--- config.mk ---
export PLATFORM = sky130hd
export DESIGN_NAME = servo_bus_packet_transaction_top_flat
export DESIGN_NICKNAME = d
export VERILOG_FILES = /design/src/hw/rtl/svbp_pkg.sv /design/src/hw/rtl/svbp_if.sv /design/src/hw/rtl/svbp_front.sv /design/src/hw/rtl/svbp_queue.sv /design/src/hw/rtl/svbp_back.sv /design/src/hw/rtl/servo_bus_packet_transaction_top.sv /design/src/flat_wrapper.sv
export VERILOG_INCLUDE_DIRS = /design/src /design/src/hw/rtl
export SDC_FILE = /design/constraint.sdc
export NUM_CORES = 1
export LEC_CHECK = 0
export CORE_AREA = 2 2 152 184
export DETAILED_ROUTE_END_ITERATION = 10
export DIE_AREA = 0 0 154 186
export DONT_BUFFER_PORTS = 1
export GPL_TIMING_DRIVEN = 0
export PLACE_DENSITY = 0.7
export SLEW_MARGIN = 20
export SYNTH_ARGS = -nofsm -noshare
export SYNTH_HDL_FRONTEND = slang
export SYNTH_SLANG_ARGS = --single-unit
--- constraint.sdc ---
create_clock -name i_clk -period 15.1 [get_ports i_clk]
set_input_delay 3.02 -clock i_clk [delete_from_list [all_inputs] [get_ports i_clk]]
set_output_delay 3.02 -clock i_clk [all_outputs]
set_load 0.03 [all_outputs]
--- src/hw/rtl/assert_macros.svh ---
// assertion helpers shared by the rtl
`ifndef ASSERT_MACROS_SVH
`define ASSERT_MACROS_SVH

// condition must never hold outside reset
`define ASSERT_NEVER(lbl, clk, rst_n, cond) \
    lbl: assert property (@(posedge clk) disable iff (!(rst_n)) !(cond)) \
        else $error("assertion failed: forbidden condition");

// antecedent implies consequent in the same cycle
`define ASSERT_IMPLIES(lbl, clk, rst_n, ante, cons) \
    lbl: assert property (@(posedge clk) disable iff (!(rst_n)) (ante) |-> (cons)) \
        else $error("assertion failed: implication");

`endif

--- src/hw/rtl/svbp_pkg.sv ---
package svbp_pkg;

    typedef enum logic [1:0] {
        CMD_START  = 2'd0,
        CMD_PARAM  = 2'd1,
        CMD_RXBYTE = 2'd2,
        CMD_TICK   = 2'd3
    } t_cmd;

    typedef enum logic [1:0] {
        RES_TX      = 2'd0,
        RES_RXPARAM = 2'd1,
        RES_DONE    = 2'd2
    } t_res_kind;

    typedef enum logic [2:0] {
        PH_IDLE      = 3'd0,
        PH_TXPARAM   = 3'd1,
        PH_WAITFIRST = 3'd2,
        PH_HEADER    = 3'd3,
        PH_RXPARAM   = 3'd4,
        PH_RXSUM     = 3'd5
    } t_phase;

    typedef enum logic [1:0] {
        JOB_START = 2'd0,
        JOB_PARAM = 2'd1,
        JOB_RX    = 2'd2,
        JOB_DONE  = 2'd3
    } t_job_kind;

    localparam logic [7:0] CFG_FIRST_TIMEOUT = 8'd0;
    localparam logic [7:0] CFG_BYTE_TIMEOUT  = 8'd1;
    localparam logic [7:0] CFG_BROADCAST     = 8'd2;
    localparam logic [7:0] CFG_PING          = 8'd3;

    localparam logic [7:0] RST_FIRST_TIMEOUT = 8'd110;
    localparam logic [7:0] RST_BYTE_TIMEOUT  = 8'd100;
    localparam logic [7:0] RST_BROADCAST     = 8'd254;
    localparam logic [7:0] RST_PING          = 8'd1;

    localparam logic [7:0] HDR_BYTE  = 8'hff;
    localparam logic [7:0] LEN_EXTRA = 8'd2;

    localparam int QUEUE_DEPTH = 2;

    typedef struct packed {
        logic [7:0] first_timeout;
        logic [7:0] byte_timeout;
        logic [7:0] broadcast;
        logic [7:0] ping;
    } t_cfg;

    typedef struct packed {
        t_job_kind  kind;
        logic [7:0] b0;
        logic [7:0] b1;
        logic [7:0] b2;
        logic [7:0] idx;
        logic [7:0] sum;
        logic       has_sum;
        logic       has_done;
        logic [7:0] status;
        logic       timed_out;
        logic       hdr_err;
        logic       id_err;
        logic       cks_err;
    } t_job;

    typedef struct packed {
        t_res_kind  result_kind;
        logic [7:0] byte_value;
        logic [7:0] param_index;
        logic [7:0] device_status;
        logic       timed_out;
        logic       header_error;
        logic       id_mismatch;
        logic       checksum_error;
        logic       last;
    } t_result;

endpackage

--- src/hw/rtl/svbp_if.sv ---
interface svbp_in_if;
    import svbp_pkg::*;
    logic       valid;
    logic       ready;
    t_cmd       command;
    logic [7:0] module_id;
    logic [7:0] instruction_code;
    logic [7:0] param_count;
    logic [7:0] data_byte;

    modport source (output valid, command, module_id, instruction_code, param_count,
                    data_byte, input ready);
    modport sink (input valid, command, module_id, instruction_code, param_count,
                  data_byte, output ready);
endinterface

interface svbp_out_if;
    import svbp_pkg::*;
    logic       valid;
    logic       ready;
    t_res_kind  result_kind;
    logic [7:0] byte_value;
    logic [7:0] param_index;
    logic [7:0] device_status;
    logic       timed_out;
    logic       header_error;
    logic       id_mismatch;
    logic       checksum_error;
    logic       last;

    modport source (output valid, result_kind, byte_value, param_index, device_status,
                    timed_out, header_error, id_mismatch, checksum_error, last,
                    input ready);
    modport sink (input valid, result_kind, byte_value, param_index, device_status,
                  timed_out, header_error, id_mismatch, checksum_error, last,
                  output ready);
endinterface

interface svbp_cfg_if;
    logic       valid;
    logic       ready;
    logic [7:0] index;
    logic [7:0] data;

    modport source (output valid, index, data, input ready);
    modport sink (input valid, index, data, output ready);
endinterface

--- src/hw/rtl/svbp_front.sv ---
module svbp_front (
    input  logic            i_clk,
    input  logic            i_rst_n,
    svbp_in_if.sink         i_cmd,
    input  svbp_pkg::t_cfg  i_cfg,
    input  logic            i_q_full,
    output logic            o_push,
    output svbp_pkg::t_job  o_job
);
    import svbp_pkg::*;

    t_phase     r_phase, n_phase;
    logic [7:0] r_target, n_target;
    logic [7:0] r_ins, n_ins;
    logic [7:0] r_rem, n_rem;
    logic [7:0] r_sum, n_sum;
    logic [2:0] r_hp, n_hp;
    logic [7:0] r_idx, n_idx;
    logic [7:0] r_tick, n_tick;
    logic [7:0] r_status, n_status;
    logic [1:0] r_flags, n_flags;

    logic accept;

    assign i_cmd.ready = !i_q_full;
    assign accept      = i_cmd.valid && !i_q_full;

    always_ff @(posedge i_clk) begin
        if (!i_rst_n) begin
            r_phase  <= PH_IDLE;
            r_target <= '0;
            r_ins    <= '0;
            r_rem    <= '0;
            r_sum    <= '0;
            r_hp     <= '0;
            r_idx    <= '0;
            r_tick   <= '0;
            r_status <= '0;
            r_flags  <= '0;
        end else begin
            r_phase  <= n_phase;
            r_target <= n_target;
            r_ins    <= n_ins;
            r_rem    <= n_rem;
            r_sum    <= n_sum;
            r_hp     <= n_hp;
            r_idx    <= n_idx;
            r_tick   <= n_tick;
            r_status <= n_status;
            r_flags  <= n_flags;
        end
    end

    always_comb begin
        logic       waiting;
        logic [7:0] len;
        logic [7:0] sum;
        logic [7:0] rem;
        logic       reply;
        t_phase     ph;
        logic [2:0] hp;
        logic [1:0] flags;
        logic [7:0] status;

        n_phase  = r_phase;
        n_target = r_target;
        n_ins    = r_ins;
        n_rem    = r_rem;
        n_sum    = r_sum;
        n_hp     = r_hp;
        n_idx    = r_idx;
        n_tick   = r_tick;
        n_status = r_status;
        n_flags  = r_flags;
        o_push   = 1'b0;
        o_job    = '0;

        waiting = (r_phase == PH_WAITFIRST) || (r_phase == PH_HEADER) ||
                  (r_phase == PH_RXPARAM) || (r_phase == PH_RXSUM);
        len     = i_cmd.param_count + LEN_EXTRA;
        sum     = '0;
        rem     = '0;
        reply   = 1'b0;
        ph      = r_phase;
        hp      = r_hp;
        flags   = r_flags;
        status  = r_status;

        if (accept) begin
            case (i_cmd.command)
                CMD_START: begin
                    if (r_phase == PH_IDLE) begin
                        sum        = i_cmd.module_id + len + i_cmd.instruction_code;
                        reply      = (i_cmd.module_id != i_cfg.broadcast) ||
                                     (i_cmd.instruction_code == i_cfg.ping);
                        n_target   = i_cmd.module_id;
                        n_ins      = i_cmd.instruction_code;
                        n_rem      = i_cmd.param_count;
                        n_sum      = sum;
                        o_push     = 1'b1;
                        o_job.kind = JOB_START;
                        o_job.b0   = i_cmd.module_id;
                        o_job.b1   = len;
                        o_job.b2   = i_cmd.instruction_code;
                        o_job.sum  = ~sum;
                        if (i_cmd.param_count == '0) begin
                            o_job.has_sum = 1'b1;
                            if (reply) begin
                                n_phase = PH_WAITFIRST;
                                n_tick  = i_cfg.first_timeout;
                            end else begin
                                n_phase        = PH_IDLE;
                                o_job.has_done = 1'b1;
                            end
                        end else begin
                            n_phase = PH_TXPARAM;
                        end
                    end
                end
                CMD_PARAM: begin
                    if (r_phase == PH_TXPARAM) begin
                        sum        = r_sum + i_cmd.data_byte;
                        rem        = r_rem - 8'd1;
                        reply      = (r_target != i_cfg.broadcast) || (r_ins == i_cfg.ping);
                        n_sum      = sum;
                        n_rem      = rem;
                        o_push     = 1'b1;
                        o_job.kind = JOB_PARAM;
                        o_job.b2   = i_cmd.data_byte;
                        o_job.sum  = ~sum;
                        if (rem == '0) begin
                            o_job.has_sum = 1'b1;
                            if (reply) begin
                                n_phase = PH_WAITFIRST;
                                n_tick  = i_cfg.first_timeout;
                            end else begin
                                n_phase        = PH_IDLE;
                                o_job.has_done = 1'b1;
                            end
                        end
                    end
                end
                CMD_TICK: begin
                    if (waiting) begin
                        if (r_tick == '0) begin
                            n_phase         = PH_IDLE;
                            o_push          = 1'b1;
                            o_job.kind      = JOB_DONE;
                            o_job.timed_out = 1'b1;
                        end else begin
                            n_tick = r_tick - 8'd1;
                        end
                    end
                end
                default: begin
                    if (waiting) begin
                        n_tick = i_cfg.byte_timeout;
                        if (r_phase == PH_WAITFIRST) begin
                            ph     = PH_HEADER;
                            hp     = '0;
                            flags  = '0;
                            status = '0;
                        end
                        case (ph)
                            PH_HEADER: begin
                                n_phase = PH_HEADER;
                                case (hp)
                                    3'd0, 3'd1: begin
                                        if (i_cmd.data_byte != HDR_BYTE) begin
                                            flags[0] = 1'b1;
                                        end
                                    end
                                    3'd2: begin
                                        if (i_cmd.data_byte != r_target) begin
                                            flags[1] = 1'b1;
                                        end
                                        n_sum = i_cmd.data_byte;
                                    end
                                    3'd3: begin
                                        n_sum = r_sum + i_cmd.data_byte;
                                        n_rem = (i_cmd.data_byte < LEN_EXTRA) ? 8'd0 :
                                                i_cmd.data_byte - LEN_EXTRA;
                                    end
                                    default: begin
                                        n_sum   = r_sum + i_cmd.data_byte;
                                        status  = i_cmd.data_byte;
                                        n_idx   = '0;
                                        n_phase = (r_rem != '0) ? PH_RXPARAM : PH_RXSUM;
                                    end
                                endcase
                                n_hp     = hp + 3'd1;
                                n_flags  = flags;
                                n_status = status;
                            end
                            PH_RXPARAM: begin
                                rem        = r_rem - 8'd1;
                                o_push     = 1'b1;
                                o_job.kind = JOB_RX;
                                o_job.b2   = i_cmd.data_byte;
                                o_job.idx  = r_idx;
                                n_sum      = r_sum + i_cmd.data_byte;
                                n_idx      = r_idx + 8'd1;
                                n_rem      = rem;
                                if (rem == '0) begin
                                    n_phase = PH_RXSUM;
                                end
                            end
                            default: begin
                                n_phase       = PH_IDLE;
                                o_push        = 1'b1;
                                o_job.kind    = JOB_DONE;
                                o_job.status  = r_status;
                                o_job.hdr_err = r_flags[0];
                                o_job.id_err  = r_flags[1];
                                o_job.cks_err = i_cmd.data_byte != ~r_sum;
                            end
                        endcase
                    end
                end
            endcase
        end
    end

endmodule

--- src/hw/rtl/svbp_queue.sv ---
`include "assert_macros.svh"

module svbp_queue (
    input  logic            i_clk,
    input  logic            i_rst_n,
    input  logic            i_push,
    input  svbp_pkg::t_job  i_data,
    input  logic            i_pop,
    output svbp_pkg::t_job  o_data,
    output logic            o_full,
    output logic            o_empty
);
    import svbp_pkg::*;

    localparam int PW = (QUEUE_DEPTH > 1) ? $clog2(QUEUE_DEPTH) : 1;
    localparam int CW = $clog2(QUEUE_DEPTH + 1);
    localparam logic [CW-1:0] FULL_COUNT = CW'(QUEUE_DEPTH);
    localparam logic [PW-1:0] LAST_PTR   = PW'(QUEUE_DEPTH - 1);

    t_job          r_mem [QUEUE_DEPTH];
    logic [PW-1:0] r_wr, n_wr;
    logic [PW-1:0] r_rd, n_rd;
    logic [CW-1:0] r_count, n_count;

    assign o_data  = r_mem[r_rd];
    assign o_full  = r_count == FULL_COUNT;
    assign o_empty = r_count == '0;

    always_comb begin
        n_wr    = r_wr;
        n_rd    = r_rd;
        n_count = r_count;
        if (i_push) begin
            n_wr = (r_wr == LAST_PTR) ? '0 : r_wr + PW'(1);
        end
        if (i_pop) begin
            n_rd = (r_rd == LAST_PTR) ? '0 : r_rd + PW'(1);
        end
        if (i_push && !i_pop) begin
            n_count = r_count + CW'(1);
        end else if (i_pop && !i_push) begin
            n_count = r_count - CW'(1);
        end
    end

    always_ff @(posedge i_clk) begin
        if (!i_rst_n) begin
            r_wr    <= '0;
            r_rd    <= '0;
            r_count <= '0;
        end else begin
            r_wr    <= n_wr;
            r_rd    <= n_rd;
            r_count <= n_count;
        end
    end

    always_ff @(posedge i_clk) begin
        if (i_push) begin
            r_mem[r_wr] <= i_data;
        end
    end

    `ASSERT_NEVER(a_no_overflow, i_clk, i_rst_n, i_push && (r_count == FULL_COUNT))
    `ASSERT_NEVER(a_no_underflow, i_clk, i_rst_n, i_pop && (r_count == '0))

endmodule

--- src/hw/rtl/svbp_back.sv ---
`include "assert_macros.svh"

module svbp_back (
    input  logic            i_clk,
    input  logic            i_rst_n,
    input  svbp_pkg::t_job  i_job,
    input  logic            i_q_empty,
    output logic            o_pop,
    svbp_out_if.source      o_res
);
    import svbp_pkg::*;

    localparam logic [2:0] SLOT_INS  = 3'd4;
    localparam logic [2:0] SLOT_SUM  = 3'd5;
    localparam logic [2:0] SLOT_DONE = 3'd6;

    logic       r_busy, n_busy;
    t_job       r_job, n_job;
    logic [2:0] r_slot, n_slot;
    logic [2:0] r_end, n_end;
    logic       r_ov, n_ov;
    t_result    r_out, n_out;

    logic out_free;
    logic finishing;

    function automatic t_result beat(input t_job job, input logic [2:0] slot);
        t_result res;
        res = '0;
        case (job.kind)
            JOB_RX: begin
                res.result_kind = RES_RXPARAM;
                res.byte_value  = job.b2;
                res.param_index = job.idx;
            end
            JOB_DONE: begin
                res.result_kind    = RES_DONE;
                res.device_status  = job.status;
                res.timed_out      = job.timed_out;
                res.header_error   = job.hdr_err;
                res.id_mismatch    = job.id_err;
                res.checksum_error = job.cks_err;
                res.last           = 1'b1;
            end
            default: begin
                res.result_kind = RES_TX;
                case (slot)
                    3'd0, 3'd1: res.byte_value = HDR_BYTE;
                    3'd2:       res.byte_value = job.b0;
                    3'd3:       res.byte_value = job.b1;
                    SLOT_INS:   res.byte_value = job.b2;
                    SLOT_SUM:   res.byte_value = job.sum;
                    default: begin
                        res.result_kind = RES_DONE;
                        res.last        = 1'b1;
                    end
                endcase
            end
        endcase
        return res;
    endfunction

    assign out_free  = !r_ov || o_res.ready;
    assign finishing = r_busy && out_free && (r_slot == r_end);
    assign o_pop     = !i_q_empty && (!r_busy || finishing);

    always_comb begin
        n_busy = r_busy;
        n_job  = r_job;
        n_slot = r_slot;
        n_end  = r_end;
        n_ov   = r_ov;
        n_out  = r_out;

        if (out_free) begin
            n_ov = r_busy;
            if (r_busy) begin
                n_out  = beat(r_job, r_slot);
                n_slot = r_slot + 3'd1;
                if (r_slot == r_end) begin
                    n_busy = 1'b0;
                end
            end
        end

        if (o_pop) begin
            n_busy = 1'b1;
            n_job  = i_job;
            case (i_job.kind)
                JOB_START: n_slot = '0;
                JOB_PARAM: n_slot = SLOT_INS;
                default:   n_slot = '0;
            endcase
            case (i_job.kind)
                JOB_START, JOB_PARAM: begin
                    n_end = i_job.has_done ? SLOT_DONE :
                            i_job.has_sum ? SLOT_SUM : SLOT_INS;
                end
                default: n_end = '0;
            endcase
        end
    end

    always_ff @(posedge i_clk) begin
        if (!i_rst_n) begin
            r_busy <= 1'b0;
            r_ov   <= 1'b0;
        end else begin
            r_busy <= n_busy;
            r_ov   <= n_ov;
        end
    end

    always_ff @(posedge i_clk) begin
        r_job  <= n_job;
        r_slot <= n_slot;
        r_end  <= n_end;
        r_out  <= n_out;
    end

    assign o_res.valid          = r_ov;
    assign o_res.result_kind    = r_out.result_kind;
    assign o_res.byte_value     = r_out.byte_value;
    assign o_res.param_index    = r_out.param_index;
    assign o_res.device_status  = r_out.device_status;
    assign o_res.timed_out      = r_out.timed_out;
    assign o_res.header_error   = r_out.header_error;
    assign o_res.id_mismatch    = r_out.id_mismatch;
    assign o_res.checksum_error = r_out.checksum_error;
    assign o_res.last           = r_out.last;

    `ASSERT_IMPLIES(a_slot_range, i_clk, i_rst_n, r_busy, (r_slot <= r_end) && (r_end <= SLOT_DONE))
    `ASSERT_IMPLIES(a_last_is_done, i_clk, i_rst_n, r_ov && r_out.last, r_out.result_kind == RES_DONE)

endmodule

--- src/hw/rtl/servo_bus_packet_transaction_top.sv ---
// Master side of a half-duplex servo bus transaction. A start beat sends the
// packet header, id, length and instruction; parameter beats follow and the
// inverted byte sum goes out as checksum. Unless a broadcast without ping, the
// received bytes are parsed as a status packet: reply parameters come out as
// beats and a done beat with status and error flags closes the transaction.
// Tick beats run the first-byte and per-byte timeouts. An input beat is taken
// whenever the two-entry job queue has room; results leave one beat per cycle
// while the result sink is ready, and the result expander turns each queued
// job into its result beats. Configuration writes are always ready and apply
// the next cycle.
module servo_bus_packet_transaction_top (
    input  logic       i_clk,
    input  logic       i_rst_n,
    svbp_in_if.sink    i_cmd,
    svbp_cfg_if.sink   i_cfg,
    svbp_out_if.source o_res
);
    import svbp_pkg::*;

    t_cfg r_cfg;
    logic q_push;
    logic q_pop;
    logic q_full;
    logic q_empty;
    t_job front_job;
    t_job queue_job;

    assign i_cfg.ready = 1'b1;

    always_ff @(posedge i_clk) begin
        if (!i_rst_n) begin
            r_cfg.first_timeout <= RST_FIRST_TIMEOUT;
            r_cfg.byte_timeout  <= RST_BYTE_TIMEOUT;
            r_cfg.broadcast     <= RST_BROADCAST;
            r_cfg.ping          <= RST_PING;
        end else if (i_cfg.valid) begin
            case (i_cfg.index)
                CFG_FIRST_TIMEOUT: r_cfg.first_timeout <= i_cfg.data;
                CFG_BYTE_TIMEOUT:  r_cfg.byte_timeout  <= i_cfg.data;
                CFG_BROADCAST:     r_cfg.broadcast     <= i_cfg.data;
                CFG_PING:          r_cfg.ping          <= i_cfg.data;
                default: ;
            endcase
        end
    end

    svbp_front u_front (
        .i_clk    (i_clk),
        .i_rst_n  (i_rst_n),
        .i_cmd    (i_cmd),
        .i_cfg    (r_cfg),
        .i_q_full (q_full),
        .o_push   (q_push),
        .o_job    (front_job)
    );

    svbp_queue u_queue (
        .i_clk   (i_clk),
        .i_rst_n (i_rst_n),
        .i_push  (q_push),
        .i_data  (front_job),
        .i_pop   (q_pop),
        .o_data  (queue_job),
        .o_full  (q_full),
        .o_empty (q_empty)
    );

    svbp_back u_back (
        .i_clk     (i_clk),
        .i_rst_n   (i_rst_n),
        .i_job     (queue_job),
        .i_q_empty (q_empty),
        .o_pop     (q_pop),
        .o_res     (o_res)
    );

endmodule
--- src/flat_wrapper.sv ---
// flat-port wrapper written by rule: the top's interface ports become plain ports
module servo_bus_packet_transaction_top_flat import svbp_pkg::*;
  (i_clk, i_rst_n, i_cmd_valid, i_cmd_command, i_cmd_module_id, i_cmd_instruction_code, i_cmd_param_count, i_cmd_data_byte, i_cmd_ready, i_cfg_valid, i_cfg_index, i_cfg_data, i_cfg_ready, o_res_valid, o_res_result_kind, o_res_byte_value, o_res_param_index, o_res_device_status, o_res_timed_out, o_res_header_error, o_res_id_mismatch, o_res_checksum_error, o_res_last, o_res_ready);
  svbp_in_if i_cmd_i ();
  svbp_cfg_if i_cfg_i ();
  svbp_out_if o_res_i ();
  input  logic i_clk;
  input  logic i_rst_n;
  input wire logic [$bits(i_cmd_i.valid)-1:0] i_cmd_valid;
  input wire logic [$bits(i_cmd_i.command)-1:0] i_cmd_command;
  input wire logic [$bits(i_cmd_i.module_id)-1:0] i_cmd_module_id;
  input wire logic [$bits(i_cmd_i.instruction_code)-1:0] i_cmd_instruction_code;
  input wire logic [$bits(i_cmd_i.param_count)-1:0] i_cmd_param_count;
  input wire logic [$bits(i_cmd_i.data_byte)-1:0] i_cmd_data_byte;
  output wire logic [$bits(i_cmd_i.ready)-1:0] i_cmd_ready;
  input wire logic [$bits(i_cfg_i.valid)-1:0] i_cfg_valid;
  input wire logic [$bits(i_cfg_i.index)-1:0] i_cfg_index;
  input wire logic [$bits(i_cfg_i.data)-1:0] i_cfg_data;
  output wire logic [$bits(i_cfg_i.ready)-1:0] i_cfg_ready;
  output wire logic [$bits(o_res_i.valid)-1:0] o_res_valid;
  output wire logic [$bits(o_res_i.result_kind)-1:0] o_res_result_kind;
  output wire logic [$bits(o_res_i.byte_value)-1:0] o_res_byte_value;
  output wire logic [$bits(o_res_i.param_index)-1:0] o_res_param_index;
  output wire logic [$bits(o_res_i.device_status)-1:0] o_res_device_status;
  output wire logic [$bits(o_res_i.timed_out)-1:0] o_res_timed_out;
  output wire logic [$bits(o_res_i.header_error)-1:0] o_res_header_error;
  output wire logic [$bits(o_res_i.id_mismatch)-1:0] o_res_id_mismatch;
  output wire logic [$bits(o_res_i.checksum_error)-1:0] o_res_checksum_error;
  output wire logic [$bits(o_res_i.last)-1:0] o_res_last;
  input wire logic [$bits(o_res_i.ready)-1:0] o_res_ready;
  assign i_cmd_i.valid = i_cmd_valid;
  assign i_cmd_i.command = i_cmd_command;
  assign i_cmd_i.module_id = i_cmd_module_id;
  assign i_cmd_i.instruction_code = i_cmd_instruction_code;
  assign i_cmd_i.param_count = i_cmd_param_count;
  assign i_cmd_i.data_byte = i_cmd_data_byte;
  assign i_cmd_ready = i_cmd_i.ready;
  assign i_cfg_i.valid = i_cfg_valid;
  assign i_cfg_i.index = i_cfg_index;
  assign i_cfg_i.data = i_cfg_data;
  assign i_cfg_ready = i_cfg_i.ready;
  assign o_res_valid = o_res_i.valid;
  assign o_res_result_kind = o_res_i.result_kind;
  assign o_res_byte_value = o_res_i.byte_value;
  assign o_res_param_index = o_res_i.param_index;
  assign o_res_device_status = o_res_i.device_status;
  assign o_res_timed_out = o_res_i.timed_out;
  assign o_res_header_error = o_res_i.header_error;
  assign o_res_id_mismatch = o_res_i.id_mismatch;
  assign o_res_checksum_error = o_res_i.checksum_error;
  assign o_res_last = o_res_i.last;
  assign o_res_i.ready = o_res_ready;
  servo_bus_packet_transaction_top u_core (.i_clk(i_clk), .i_rst_n(i_rst_n), .i_cmd(i_cmd_i), .i_cfg(i_cfg_i), .o_res(o_res_i));
endmodule
# == Word-level counts from Yosys, hierarchy flattened ==
# Memories as Yosys holds them, arrays and structs flattened. A register that Yosys moved wholly into a read port is not among the register bits.
# Index checks and enable logic that the tools add are counted.
# totals
reg_bits,193
latch_bits,0
mem_bits_rw,112
romBits,0
inputBits,55
output_inout_bits,34
elab_cells,282
n_memories,1
# op_classes
add_sub_neg,14
mul,0
div,0
magnitude_cmp,1
eq_ne,46
n_shift,0
muxes,114
bitwise_logic,6
reduce_logical,58
# mem_list
name,depth,width,read_ports,rd_ports_with_merged_regs,write_ports,line,text
u_core.u_queue.r_mem,2,56,1,1,1,svbp_queue.sv:20,t_job r_mem [QUEUE_DEPTH];
# ops
operator,n
8-bit two-way mux,25
8-bit case mux with 3 select lines,4
8-bit case mux with 2 select lines,5
3-bit two-way mux,24
56-bit two-way mux,1
16-bit two-way mux,3
8-bit case mux with 5 select lines,1
8-bit zero test,4
8-bit inequality test,4
1-bit two-way mux,28
8-bit adder,3
2-bit two-way mux,12
24-bit two-way mux,1
8-bit inverter,3
3-bit by 2-bit equality test with 1-bit output (second input constant),7
10-bit two-way mux,2
2-bit inequality test (second input constant),10
10-bit case mux with 2 select lines,1
8-bit by 2-bit equality test with 1-bit output (second input constant),2
8-bit equality test,2
8-bit by 1-bit subtractor with 8-bit output (second input constant),2
3-bit equality test (second input constant),5
7-bit AND reduction,2
2-bit AND reduction,6
other kinds (42),82

# == Longest topological paths before layout ==
# logic_depth
depth_word,16
ltp_mapped,11
mapped_depth_nobuf,11

# == By module ==
# From an unflattened synthesis, not the netlist that was laid out.
# hier_totals
cells_unflattened,1262
area_unflattened_um2,14689.1
# by_module_without_submodules
mod,n_inst,cells_each,area_each_um2,seq_area_each_um2
svbp_front,1,750,5645.4,1281.2
svbp_queue,1,196,4270.3,3463.3
svbp_back,1,188,3438.3,2742.6
servo_bus_packet_transaction_top,1,128,1335.0,640.6

# == Least setup slack after synthesis ==
# No wires, ideal clock.
# synth_timing
kind,input to register
startpoint,input port i_cmd_command[0]
endpoint,"memory u_core.u_queue.r_mem[0][0] in the netlist's numbering, enable pin"
setup_ps,471
arrival_time_ps,6541
t_required_ps,14629
path_slack_ps,8088
cell_stages,6
n_path_buf,1
path_cell_list,clkbuf_1 nand2_1 nor4_4 nand2_1 a221o_1 nor2_1
# synth_via
elab_chain_cells,5
elab_cells_between_ends,7
cone_classes,2 x eq/ne; 4 x mux; 1 x reduce/logical
# synth_rtl
element,line,text
"start, declared",flat_wrapper.sv:10,input wire logic [$bits(i_cmd_i.command)-1:0] i_cmd_command;
2-bit equality test (tied with other cells),svbp_front.sv:90,case (i_cmd.command)
1-bit case mux with 3 select lines (*),svbp_front.sv:90,
1-bit two-way mux (*),svbp_front.sv:89,if (accept) begin
1-bit two-way mux (*),svbp_queue.sv:59,if (i_push) begin
1-bit two-way mux (implied by the code) (*),svbp_queue.sv:60,r_mem[r_wr] <= i_data;
"end, declared",svbp_queue.sv:20,
# Mark *: on every way between the ends. The rest lies on a longest branch, timed or not.

==> results_dict.tcl <==
set metrics [dict create \
    setup_viol 0 \
    fin_worst_skew_ns 0.0204 \
    syn_inst 1247 \
    ctsHoldBuffers 0 \
    cts_sinks 305 \
    synth_cell_type_count 77 \
    n_fill_cell 2148 \
    leakagePower_uw 0.00598 \
    crit_fanout 7 \
    async_flop_share_pct 0 \
    dr.pass1.iters 5 \
    multi_input_area_um2 6080 \
    cts_resized 0 \
    start_kind "input pin" \
    cts_buffer_depth 3 \
    synth_seq_cells 305 \
    seq_area_um2 8130 \
    drcViolationCount 0 \
    cts_tree "built" \
    drive_above_1_share_pct 10.2 \
    synth.avg_cell_area_um2 11.7 \
    die_height_um 186 \
    area_delta_synth_final_pct 10.4 \
    nets 1379 \
    slew_violations 0 \
    outcome "completed" \
    power_density_nw_per_um2 147 \
    seq_area_frac_synth_pct 55.7 \
    maxCapViolCount 0 \
    period_minus_slack_ns 5.38 \
    ir_drop_mv 0.0956 \
    routabilityCongestion 0.971 \
    post-route-cell-area_um2 16100 \
    pwr-share-clk_pct 30.8 \
    cts_made_buffers 30 \
    fin_tns_setup_ns 0 \
    antenna_cells 0 \
    gr-usage-all-layers_pct 24.6 \
    antenna_found_initial 0 \
    cp.required_ns 15.46 \
    io_buffers 0 \
    grt_max_degree 59 \
    seqPwrFrac_pct 49.8 \
    place_area_um2 15100 \
    utilization_pct 60.1 \
    grt-ovfl-total 0 \
    power_switching_uw 686 \
    cp_data_arrival_time_ns 5.74 \
    clk_latency_ns 0.56 \
    ctsRootBufferMaster "clkbuf_16" \
    power_switching_share_pct 28.9 \
    core-area_um2 26800 \
    synth-edff-count 202 \
    wl_per_cell_um 21.4 \
    yosysTopAreaCell "edfxtp_1" \
    pwr-share-comb_pct 19.4 \
    vias 9599 \
    routed_wl_mm 35.2 \
    die_w_um 154 \
    synth_area_um2 14600 \
    grt_setup_unrepaired "false" \
    cts_setup_buffers 0 \
    dieArea_um2 28600 \
    grt_pass1_vias 9543 \
    synth-main-ff-cell "edfxtp_1" \
    yosys_warnings 0 \
    viasPerCell 5.84 \
    synth.top_cells.by_area "edfxtp_1, dfxtp_1, mux2_2" \
    hold_violations 0 \
    place_hpwl_mm 26.4 \
    criticalPathCategory "in -> reg" \
    yosysTopAreaCellShare_pct 41.5 \
    initial_core_util_pct 54.4 \
    clock.fmax_ghz 0.186 \
    ios 89 \
    worst_setup_path_end_kind "register" \
    hp-class "reg -> reg" \
    placementRows 66 \
    htreeDepth 1 \
    grt_first_pass_wirelength_mm 53.8 \
    drt-initial-drc-count 575 \
    ant_nets 0 \
    syn_nets 1343 \
    tightestPinTransition_ns 0.984 \
    cts.clk_slew.worst_paths_ns 0.06 \
    intPower_uw 1690 \
    fin_crit_sh_pct 35.6 \
    slew_headroom_pct 34.4 \
]
power by group through the flow:
| stage | logic (uW) | registers (uW) | clock network [uW] |
|---|---|---|---|
| CTS | 465 | 1180 | 750 |
| floorplan | 333 | 1180 | 0 |
| finish | 460 | 1180 | 733 |
| detailed placement | 462 | 1200 | 0 |
| global route | 506 | 1200 | 781 |
| global placement | 438 | 1210 | 0 |
cells in the mapped netlist (6+ instances only):
| master | count |
|---|---|
| o211ai_1 | 8 |
| mux2_2 | 56 |
| nor2b_1 | 41 |
| a32oi_1 | 7 |
| dfxtp_1 | 103 |
| fa_1 | 9 |
| nor3_1 | 11 |
| mux2i_1 | 55 |
| a21o_1 | 6 |
| ha_1 | 32 |
| a211oi_1 | 11 |
| o211a_1 | 8 |
| a22o_1 | 9 |
| nand3_1 | 26 |
| a21boi_0 | 23 |
| a21oi_1 | 38 |
| and2_1 | 56 |
| clkbuf_1 | 49 |
| o21ai_0 | 38 |
| nand2_1 | 104 |
| nand4_1 | 14 |
| nor4_1 | 9 |
| o21a_1 | 16 |
| a22oi_1 | 15 |
| nor2_1 | 67 |
| edfxtp_1 | 202 |
| xor2_1 | 37 |
| buf_2 | 9 |
| nand2b_1 | 8 |
| inv_1 | 31 |
| xnor2_1 | 48 |
| and3_1 | 18 |
path summary, 6_finish.rpt:
kind	startpoint	to	slack, ns	cells after the start
worst max-delay path	i_cmd_param_count[1]	u_core.u_queue.r_mem[1][21]$_DFFE_PP_	9.72	10
worst min-delay path	u_core.u_front.r_status[3]$_SDFFE_PN0P_	u_core.u_front.r_status[3]$_SDFFE_PN0P_	0.46	2
worst max register to register	u_core.u_front.r_tick[2]$_SDFFE_PN0P_	u_core.u_queue.r_mem[0][10]$_DFFE_PP_	12.03	7
worst min register to register	u_core.u_front.r_status[3]$_SDFFE_PN0P_	u_core.u_front.r_status[3]$_SDFFE_PN0P_	0.46	2
metal layers:
metal	vias to the layer above	track usage (%)	share of wire (%)
met2	329	43.9	50
met3	96	3.89	5.5
met4	0	13.0	5.6
li1	4598	-	-
met1	4576	28.7	39
met5	-	0	0
metrics by stage:
step	total power (uW)	hold WS [ns]	std cells	worst slack [ns]
2_1_floorplan	1520	0.433	1247	8.09
3_3_place_gp	1640	0.448	1587	6.50
3_5_place_dp	1660	0.451	1591	9.20
4_1_cts	2400	0.460	1644	9.78
5_1_grt	2490	0.493	1644	9.64
6_report	2380	0.456	1644	9.72
critical path, stage by stage:
cell     delay [ns]
ha_1           0.21
xor2_1         0.29
fa_1           0.48
ha_1           0.36
nor2b_1        0.16
o31a_1         0.26
o21a_1         0.18
o21ai_0        0.38
nand3_1        0.13
a21oi_1        0.27
kinds of logic after synthesis:
group,after synthesis,synth area share [%]
xor gates and xnor gates,86,5.25
and+or+nand+nor,382,13.5
other,1,0.0257
AOI/OAI and AO/OA,221,10.6
buffers and inverters,100,2.83
DFF,305,55.7
muxes,111,8.09
adders and majority gates,41,3.98
cells in the final DEF (no fill, tap or decap), drive strengths merged, types with 14 or more instances in the layout:
cell      n
a21boi   23
a21oi    38
a22oi    15
and2     57
and3     18
buf      23
clkbuf   91
dfxtp   103
edfxtp  202
ha       32
inv      31
mux2     56
mux2i    55
nand2   104
nand3    26
nand4    14
nor2     67
nor2b    41
o21a     16
o21ai    39
xnor2    48
xor2     37
registers in the layout (all words and copies together), names as in the netlist, 3 cells and up, named ones only:
signal	cells
u_core.u_queue.r_mem	112
u_core.u_front.r_idx	8
u_core.u_front.r_rem	8
u_core.u_front.r_phase	3
u_core.u_back.o_res.param_index	8
u_core.u_front.r_status	8
u_core.r_cfg	32
u_core.u_front.r_sum	8
u_core.u_front.r_ins	8
u_core.u_front.r_hp	3
u_core.u_back.r_slot	3
u_core.u_front.r_target	8
u_core.u_back.o_res.byte_value	8
u_core.u_front.r_tick	8
u_core.u_back.r_end	3
u_core.u_back.r_job	54
u_core.u_back.o_res.device_status	8
area by class of cell:
class / count / share of cell area (%)
tap: 340 / 2.64
clock inverter: 11 / 0.861
inverter: 32 / 0.760
multi-input combinational: 842 / 37.7
buffer: 68 / 1.82
clock buffer: 42 / 5.18
sequential: 305 / 50.4
timing repair buffer: 4 / 0.636
(Power assumes the default switching activity.)
